[config.mk]
export PLATFORM = sky130hd
export DESIGN_NAME = flipdot_pixel_frame_encoder
export DESIGN_NICKNAME = d
export VERILOG_FILES = /design/src/rtl/core/fpfe_pkg.sv /design/src/rtl/core/fpfe_front.sv /design/src/rtl/core/fpfe_queue.sv /design/src/rtl/core/fpfe_back.sv /design/src/rtl/core/flipdot_pixel_frame_encoder.sv
export SDC_FILE = /design/constraint.sdc
export NUM_CORES = 1
export LEC_CHECK = 0
export BUFFER_PORTS_ARGS = -buffer_cell sky130_fd_sc_hd__buf_2
export CORE_MARGIN = 3
export CORE_UTILIZATION = 58
export CTS_CLUSTER_DIAMETER = 50
export DETAILED_ROUTE_END_ITERATION = 16
export PLACE_DENSITY = 0.85
export SKIP_CTS_REPAIR_TIMING = 1
export SLEW_MARGIN = 20
export SYNTH_ARGS = -nofsm -noshare
export SYNTH_HDL_FRONTEND = slang
export SYNTH_SLANG_ARGS = --single-unit
[constraint.sdc]
create_clock -name clk -period 7.05 [get_ports clk]
set_input_delay 1.41 -clock clk [delete_from_list [all_inputs] [get_ports clk]]
set_output_delay 1.41 -clock clk [all_outputs]
set_load 0.005 [all_outputs]
[src/rtl/core/fpfe_pkg.sv]
// Shared types, register indexes and frame helpers for the flip-dot frame encoder.
`timescale 1ns / 1ps
`default_nettype none
package fpfe_pkg;

  localparam int MAX_MODULES = 8;
  localparam int QDEPTH      = 2;
  localparam int QPTR_W      = $clog2(QDEPTH);
  localparam int QCNT_W      = $clog2(QDEPTH + 1);

  // Configuration register indexes
  localparam logic [2:0] REG_MODULE_WIDTH   = 3'd0;
  localparam logic [2:0] REG_MODULE_HEIGHT  = 3'd1;
  localparam logic [2:0] REG_MODULE_COUNT   = 3'd2;
  localparam logic [2:0] REG_SET_PULSE_US   = 3'd3;
  localparam logic [2:0] REG_RESET_PULSE_US = 3'd4;

  localparam logic FRAME_SELECT = 1'b0;
  localparam logic FRAME_DRIVE  = 1'b1;

  typedef struct packed {
    logic [4:0]  mod_cols;
    logic [4:0]  mod_rows;
    logic [3:0]  module_count;
    logic [15:0] set_pulse_us;
    logic [15:0] reset_pulse_us;
  } cfg_t;

  // One classified pixel command waiting for the back end
  typedef struct packed {
    logic [3:0] module_num;
    logic [4:0] col;
    logic [4:0] row;
    logic       show;
    logic       hold;
  } cmd_t;

  // Column address with a gap after each of the first three groups of seven columns
  function automatic logic [5:0] column_code(input logic [4:0] col);
    logic [5:0] c;
    begin
      c = {1'b0, col} + 6'd1;
      if (c <= 6'd7) return c;
      else if (c <= 6'd14) return c + 6'd1;
      else if (c <= 6'd21) return c + 6'd2;
      else return c + 6'd3;
    end
  endfunction

  function automatic logic [7:0] status_byte(input logic [4:0] col, input logic show);
    logic [5:0] code;
    begin
      code = column_code(col);
      return {~code[4:0], 3'b000} | (show ? 8'h02 : 8'h00);
    end
  endfunction

  // Rows past the 16-bit driver word get no bit
  function automatic logic [15:0] row_word(input logic [4:0] row);
    begin
      if (row < 5'd16) return 16'h0001 << row[3:0];
      else return 16'h0000;
    end
  endfunction

endpackage
`default_nettype wire

[src/rtl/core/fpfe_front.sv]
// Front end: accepts pixel commands, checks range and splits x into module and column.
`timescale 1ns / 1ps
`default_nettype none
module fpfe_front import fpfe_pkg::*; (
  input  wire logic       clk,
  input  wire logic       rst,
  input  wire cfg_t       cfg,
  input  wire logic       in_valid,
  output logic            in_stall,
  input  wire logic [7:0] pos_x,
  input  wire logic [7:0] pos_y,
  input  wire logic       show,
  input  wire logic       hold,
  output logic            push,
  output cmd_t            push_data,
  input  wire logic       full
);

  localparam logic ST_IDLE = 1'b0;
  localparam logic ST_DIV  = 1'b1;

  logic       state;
  logic [7:0] rem;
  logic [2:0] quot;
  logic [4:0] row;
  logic       show_r;
  logic       hold_r;

  logic [3:0] count_eff;
  logic [8:0] disp_cols;
  logic       in_range;
  logic       accept;
  logic       rem_ge;

  always_comb begin
    count_eff = (cfg.module_count > 4'(MAX_MODULES)) ? 4'(MAX_MODULES) : cfg.module_count;
    disp_cols = 9'(cfg.mod_cols) * 9'(count_eff);
    in_range  = ({1'b0, pos_x} < disp_cols) && (pos_y < {3'b000, cfg.mod_rows});
    accept    = in_valid && !in_stall;
    rem_ge    = rem >= {3'b000, cfg.mod_cols};
  end

  assign in_stall = (state != ST_IDLE);
  assign push     = (state == ST_DIV) && !rem_ge && !full;

  always_comb begin
    push_data.module_num = {1'b0, quot} + 4'd1;
    push_data.col        = rem[4:0];
    push_data.row        = row;
    push_data.show       = show_r;
    push_data.hold       = hold_r;
  end

  always_ff @(posedge clk) begin
    if (rst) begin
      state <= ST_IDLE;
    end else begin
      case (state)
        ST_IDLE: begin
          // drop commands outside the display
          if (accept && in_range) state <= ST_DIV;
        end
        ST_DIV: begin
          if (push) state <= ST_IDLE;
        end
        default: state <= ST_IDLE;
      endcase
    end
  end

  // Repeated subtraction: at most MAX_MODULES-1 steps since x is in range
  always_ff @(posedge clk) begin
    if (state == ST_IDLE) begin
      if (accept) begin
        rem    <= pos_x;
        quot   <= 3'd0;
        row    <= pos_y[4:0];
        show_r <= show;
        hold_r <= hold;
      end
    end else if (rem_ge) begin
      rem  <= rem - {3'b000, cfg.mod_cols};
      quot <= quot + 3'd1;
    end
  end

endmodule
`default_nettype wire

[src/rtl/core/fpfe_queue.sv]
// Short command queue between the front and back ends.
`timescale 1ns / 1ps
`default_nettype none
module fpfe_queue import fpfe_pkg::*; (
  input  wire logic clk,
  input  wire logic rst,
  input  wire logic push,
  input  wire cmd_t push_data,
  output logic      full,
  input  wire logic pop,
  output cmd_t      head,
  output logic      empty
);

  cmd_t              entries [QDEPTH];
  logic [QPTR_W-1:0] wr_ptr;
  logic [QPTR_W-1:0] rd_ptr;
  logic [QCNT_W-1:0] count;

  assign full  = (count == QCNT_W'(QDEPTH));
  assign empty = (count == '0);
  assign head  = entries[rd_ptr];

  always_ff @(posedge clk) begin
    if (rst) begin
      wr_ptr <= '0;
      rd_ptr <= '0;
      count  <= '0;
    end else begin
      if (push) wr_ptr <= wr_ptr + 1'b1;
      if (pop) rd_ptr <= rd_ptr + 1'b1;
      if (push && !pop) count <= count + 1'b1;
      else if (pop && !push) count <= count - 1'b1;
    end
  end

  always_ff @(posedge clk) begin
    if (push) entries[wr_ptr] <= push_data;
  end

endmodule
`default_nettype wire

[src/rtl/core/fpfe_back.sv]
// Back end: tracks the selected module and builds select and drive frames.
`timescale 1ns / 1ps
`default_nettype none
module fpfe_back import fpfe_pkg::*; (
  input  wire logic clk,
  input  wire logic rst,
  input  wire cfg_t cfg,
  input  wire cmd_t head,
  input  wire logic empty,
  output logic      pop,
  output logic        out_valid,
  input  wire logic   out_stall,
  output logic        frame_kind,
  output logic [39:0] frame_bits,
  output logic [15:0] pulse_us,
  output logic        keep_enabled,
  output logic        last
);

  logic [3:0]  current_module;
  logic        load;
  logic        need_select;
  logic [15:0] row;
  logic [7:0]  status;
  logic [7:0]  select_byte;
  logic [2:0]  module_idx;

  always_comb begin
    load        = !out_valid || !out_stall;
    need_select = head.module_num != current_module;
    row         = row_word(head.row);
    status      = status_byte(head.col, head.show);
    module_idx  = 3'(head.module_num - 4'd1);
    select_byte = 8'h01 << module_idx;
  end

  // A command leaves the queue with its drive frame; a select frame comes first when needed
  assign pop = load && !empty && !need_select;

  always_ff @(posedge clk) begin
    if (rst) begin
      out_valid      <= 1'b0;
      current_module <= 4'd0;
    end else if (load) begin
      out_valid <= !empty;
      if (!empty && need_select) current_module <= head.module_num;
    end
  end

  always_ff @(posedge clk) begin
    if (load && !empty) begin
      if (need_select) begin
        frame_kind   <= FRAME_SELECT;
        frame_bits   <= {32'h0, select_byte};
        pulse_us     <= 16'h0000;
        keep_enabled <= 1'b0;
        last         <= 1'b0;
      end else begin
        frame_kind <= FRAME_DRIVE;
        if (head.show) begin
          frame_bits <= {row, 16'h0000, status};
        end else begin
          frame_bits <= {16'h0000, row, status};
        end
        if (head.hold) pulse_us <= 16'h0000;
        else pulse_us <= head.show ? cfg.set_pulse_us : cfg.reset_pulse_us;
        keep_enabled <= head.hold;
        last         <= 1'b1;
      end
    end
  end

endmodule
`default_nettype wire

[src/rtl/core/flipdot_pixel_frame_encoder.sv]
// Top level of the flip-dot pixel frame encoder: config registers, front, queue, back.
`timescale 1ns / 1ps
`default_nettype none
// Each accepted pixel command yields nothing (outside the display), one drive
// frame, or a module select frame followed by a drive frame; last marks the
// drive frame. A command outside the display is taken and dropped without
// stalling the input. A command on the display is accepted and range-checked,
// then holds the input through one subtract-and-compare step per module passed
// while dividing x by the columns per module and through the hand-over of the
// command to a two-entry queue; that hand-over waits while the queue is full.
// The back end sends one frame per cycle from its output register while the
// receiver does not stall. Configuration writes are always ready and must only
// happen while the block is idle.
module flipdot_pixel_frame_encoder import fpfe_pkg::*; (
  input  wire logic        clk,
  input  wire logic        rst,
  input  wire logic        cfg_valid,
  output logic             cfg_ready,
  input  wire logic [2:0]  cfg_index,
  input  wire logic [15:0] cfg_data,
  input  wire logic        in_valid,
  output logic             in_stall,
  input  wire logic [7:0]  pos_x,
  input  wire logic [7:0]  pos_y,
  input  wire logic        show,
  input  wire logic        hold,
  output logic             out_valid,
  input  wire logic        out_stall,
  output logic             frame_kind,
  output logic [39:0]      frame_bits,
  output logic [15:0]      pulse_us,
  output logic             keep_enabled,
  output logic             last
);

  cfg_t cfg;
  logic push;
  cmd_t push_data;
  logic full;
  logic pop;
  cmd_t head;
  logic empty;

  assign cfg_ready = 1'b1;

  always_ff @(posedge clk) begin
    if (rst) begin
      cfg.mod_cols       <= 5'd28;
      cfg.mod_rows       <= 5'd16;
      cfg.module_count   <= 4'd1;
      cfg.set_pulse_us   <= 16'h0000;
      cfg.reset_pulse_us <= 16'h0000;
    end else if (cfg_valid && cfg_ready) begin
      case (cfg_index)
        REG_MODULE_WIDTH:   cfg.mod_cols       <= cfg_data[4:0];
        REG_MODULE_HEIGHT:  cfg.mod_rows       <= cfg_data[4:0];
        REG_MODULE_COUNT:   cfg.module_count   <= cfg_data[3:0];
        REG_SET_PULSE_US:   cfg.set_pulse_us   <= cfg_data;
        REG_RESET_PULSE_US: cfg.reset_pulse_us <= cfg_data;
        default: ;
      endcase
    end
  end

  fpfe_front u_front (
    .clk       (clk),
    .rst       (rst),
    .cfg       (cfg),
    .in_valid  (in_valid),
    .in_stall  (in_stall),
    .pos_x     (pos_x),
    .pos_y     (pos_y),
    .show      (show),
    .hold      (hold),
    .push      (push),
    .push_data (push_data),
    .full      (full)
  );

  fpfe_queue u_queue (
    .clk       (clk),
    .rst       (rst),
    .push      (push),
    .push_data (push_data),
    .full      (full),
    .pop       (pop),
    .head      (head),
    .empty     (empty)
  );

  fpfe_back u_back (
    .clk          (clk),
    .rst          (rst),
    .cfg          (cfg),
    .head         (head),
    .empty        (empty),
    .pop          (pop),
    .out_valid    (out_valid),
    .out_stall    (out_stall),
    .frame_kind   (frame_kind),
    .frame_bits   (frame_bits),
    .pulse_us     (pulse_us),
    .keep_enabled (keep_enabled),
    .last         (last)
  );

endmodule
`default_nettype wire

==> run metrics <==
YS warnings 0; multiplexer area fraction after synthesis 4.37%; status finished, final reports clean; Compound-Gate Fraction of Synth Area 9.43%; drt pass-1 iters 5; CP Capture Type register; area grow syn2layout 16.9%; Final TNS setup 0 ps; Mapped Area 7790 µm²; Initial Utilization 60.5%; HP Class reg2reg; 1st-iter DRT viols 624; first-pass GRT wire length 25500 µm; gpl congestion 0.835; total CTS buffers 17; worst-path fanout max 10; Switch Pwr 0.446 mW; port bufs 102; share of cells above drive strength 1 17.6%; Most Crowded Layer GR met2; total grt overflow 0; Net Count, Synth 826; R2R cell count 16; Post-Route WL 15800 µm; r2r endpoint u_front.in_stall$_SDFF_PP0_; Top FF cell, synth edfxtp_1; TritonCTS clock tree built; vias in the first global route 5395; Clock power frac 47.4%; library cells used by synthesis 59; Synth Instances 740; # H-tree levels 4; XOR/XNOR Fraction of Synth Area 2.36%; leakage 3.32 nW; GR Layer Usage met3 4.83%; wire per inst 15.4 µm; DRC viols 0; Slew Limit Headroom 30.0%; Synth Area in Adders 7.74%; P_int 1.72 mW; Final #Nets 925; r2r startpoint cfg[35]$_SDFFE_PP0P_; Comb pwr share 4.3%; origin of the worst setup path cfg[35]$_SDFFE_PP0P_; global-route met2 utilization 35.1%; Sw Ratio 20.6%; area fraction in and, or, nand and nor cells after synthesis 16.3%; met1 usage 29.1%; unrepaired setup endpoints after global routing no; Max Slew Vio Count 0; Die Y 122 µm; Final Critical Period 4170 ps; I/O pins 104; Final period util 59.2%; Seq/Total Area, Yosys 56.3%; post-DP HPWL 10700 µm; die area 14900 µm²; kind of critical path reg2reg; data required time of the critical path 7350 ps; ant diodes 0; async set-or-reset flop fraction in the synthesized netlist 0%; dpl cells 992; via count 5703; Seq. cell area 4380 µm²; peak supply drop 184 µV; Die X-Extent 122 µm; Final setup viols 0; row cnt 41; non-filler instance count after layout 1024; Max-cap violations 0; Filler cells 899; Max Buffers Root-to-Sink 2; flop2flop setup slack 2880 ps; multi-input combinational cell area 3150 µm²; Worst Path Arrival 4470 ps; Setup crit end u_front.in_stall$_SDFF_PP0_; PD cells 238 nW/µm²; worst slew pin tran 1030 ps; Final ANT Viol Nets 0; initial antenna violation count 0; Sink Count 165; Reg power frac 48.4%; Max Clk Rate 240 MHz; largest net degree at the start of global routing 68; Hold Fails Final Rpt 0; Post-synth EDFFs 108; Worst setup SP type register; latest clock arrival within the worst-skew pair 420 ps; Total Routing Usage GR 21.8%; skew final 12.4 ps; Yosys reg bits 165; CORE AREA 12900 µm²; Syn Area/Cell 10.5 µm²; CTS Root Cell clkbuf_16; CTS clock-pin slew for the worst setup and hold paths 60 ps; largest family of logic cells by synthesized area simple AND/OR/NAND/NOR gates; Vias/cell 5.57
-- sequential cells by signal (all words and copies together) (netlist names), named ones only --
name / flops
u_back.frame_bits: 40
u_back.out_valid: 1
u_front.rem: 8
u_back.keep_enabled: 1
u_front.quot: 3
u_front.in_stall: 1
u_queue.wr_ptr: 1
u_queue.rd_ptr: 1
cfg: 46
u_front.show_r: 1
u_back.current_module: 4
u_queue.entries: 32
u_front.hold_r: 1
u_back.frame_kind: 1
u_back.pulse_us: 16
u_queue.count: 2
u_front.row: 5
-- power by group through the flow --
stage	Clock [mW]	Sequential (mW)	Combinational [mW]
final	1.03	1.05	0.0922
after global routing	1.08	1.05	0.105
after CTS	1.04	1.05	0.0924
after detailed placement	0	1.07	0.0912
after global placement	0	1.07	0.0888
after floorplan	0	1.07	0.0583
-- synth_stat cells (all sizes together), types with 2 or more instances --
master / count / area (µm²)
or4: 2 / 15.0
xnor2: 12 / 105
o211ai: 2 / 15.0
mux2: 6 / 67.6
buf: 6 / 41.3
nor3: 6 / 30.0
mux2i: 24 / 273
inv: 40 / 150
o31ai: 4 / 30.0
o2111ai: 2 / 17.5
a21oi: 66 / 330
nand3: 19 / 95.1
nand2b: 3 / 18.8
xor2: 9 / 78.8
a211oi: 7 / 52.6
nor2b: 9 / 56.3
a211o: 3 / 26.3
fa: 7 / 140
dfxtp: 57 / 1140
ha: 37 / 463
a21o: 5 / 37.5
and2: 19 / 119
nand4: 2 / 12.5
and3: 4 / 25.0
nor2: 75 / 282
nand3b: 3 / 22.5
edfxtp: 108 / 3240
o311a: 2 / 20.0
o21ai: 14 / 70.1
a21boi: 3 / 22.5
clkbuf: 21 / 78.8
nand2: 141 / 529
-- how the worst min path moves through the flow --
| stage | cells after the start | slack [ps] | startpoint | end |
|---|---|---|---|---|
| 5_1_grt | 0 | 460 | u_front.row[4]$_DFFE_PP_ | u_queue.entries[1][6]$_DFFE_PP_ |
| 4_1_cts | 0 | 450 | u_front.row[4]$_DFFE_PP_ | u_queue.entries[1][6]$_DFFE_PP_ |
| 3_3_place_gp | 0 | 430 | u_front.show_r$_DFFE_PP_ | u_queue.entries[0][1]$_DFFE_PP_ |
| 2_1_floorplan | 0 | 420 | u_front.hold_r$_DFFE_PP_ | u_queue.entries[0][0]$_DFFE_PP_ |
| 6_report | 0 | 450 | u_front.row[3]$_DFFE_PP_ | u_queue.entries[1][5]$_DFFE_PP_ |
| 3_5_place_dp | 0 | 430 | u_front.row[4]$_DFFE_PP_ | u_queue.entries[1][6]$_DFFE_PP_ |
-- placed cells by master, fill, tap and decap left out, types with 9 or more instances in the layout --
cell / instances
a21oi_1: 65
and2_1: 19
buf_2: 102
clkbuf_16: 17
dfxtp_1: 57
edfxtp_1: 108
ha_1: 37
inv_1: 39
mux2i_1: 19
nand2_1: 141
nand3_1: 19
nor2_1: 75
nor2b_1: 9
o21ai_0: 14
xnor2_1: 12
xor2_1: 9
-- metrics by stage --
step                utilization (%)  worst slack [ps]  hold WS [ps]  instance area (µm²)  power (mW)
detailed placement             65.6              2900           434                 8450        1.16
global route                   70.8              2570           463                 9110        2.23
floorplan                         -              1080           421                 7790        1.13
finish                         70.8              2880           449                 9110        2.17
global placement               65.6              3090           426                 8450        1.16
CTS                            70.8              2890           449                 9110        2.18
-- layout make-up --
| class | instances | share of cell area [%] |
|---|---|---|
| inverter | 40 | 1.65 |
| tap | 172 | 2.36 |
| timing repair buffer | 107 | 6.01 |
| sequential | 165 | 48.1 |
| clock inverter | 13 | 2.40 |
| multi-input combinational | 508 | 34.6 |
| clock buffer | 19 | 4.86 |
-- worst max-delay path, cell delays in order, from the launching register on --
cell and delay, ps:
dfxtp_1 380, nor2b_1 290, nand2_1 120, fa_1 510, inv_1 50, fa_1 530
ha_1 320, a21o_1 180, a21oi_1 210, o21bai_1 80, a21oi_1 180, xor2_1 90
ha_1 290, and3_1 160, o211ai_1 90, a2111oi_0 430, o21ai_0 140
-- cells by family (layout without fill, tap and decap cells) --
family / Yosys count / count (layout)
simple gates: 291 / 291
xor+xnor: 21 / 21
other cells: 1 / 1
flops: 165 / 165
compound gates: 121 / 121
mux: 30 / 30
buf+inv: 67 / 179
fa+ha+maj: 44 / 44
-- per-layer routing --
metal	up-vias	routed length, µm
met4	0	351
met5	-	0
met3	34	988
li1	2771	-
met2	216	7740
met1	2682	6740
No activity file was read; power rests on OpenSTA's default activity.
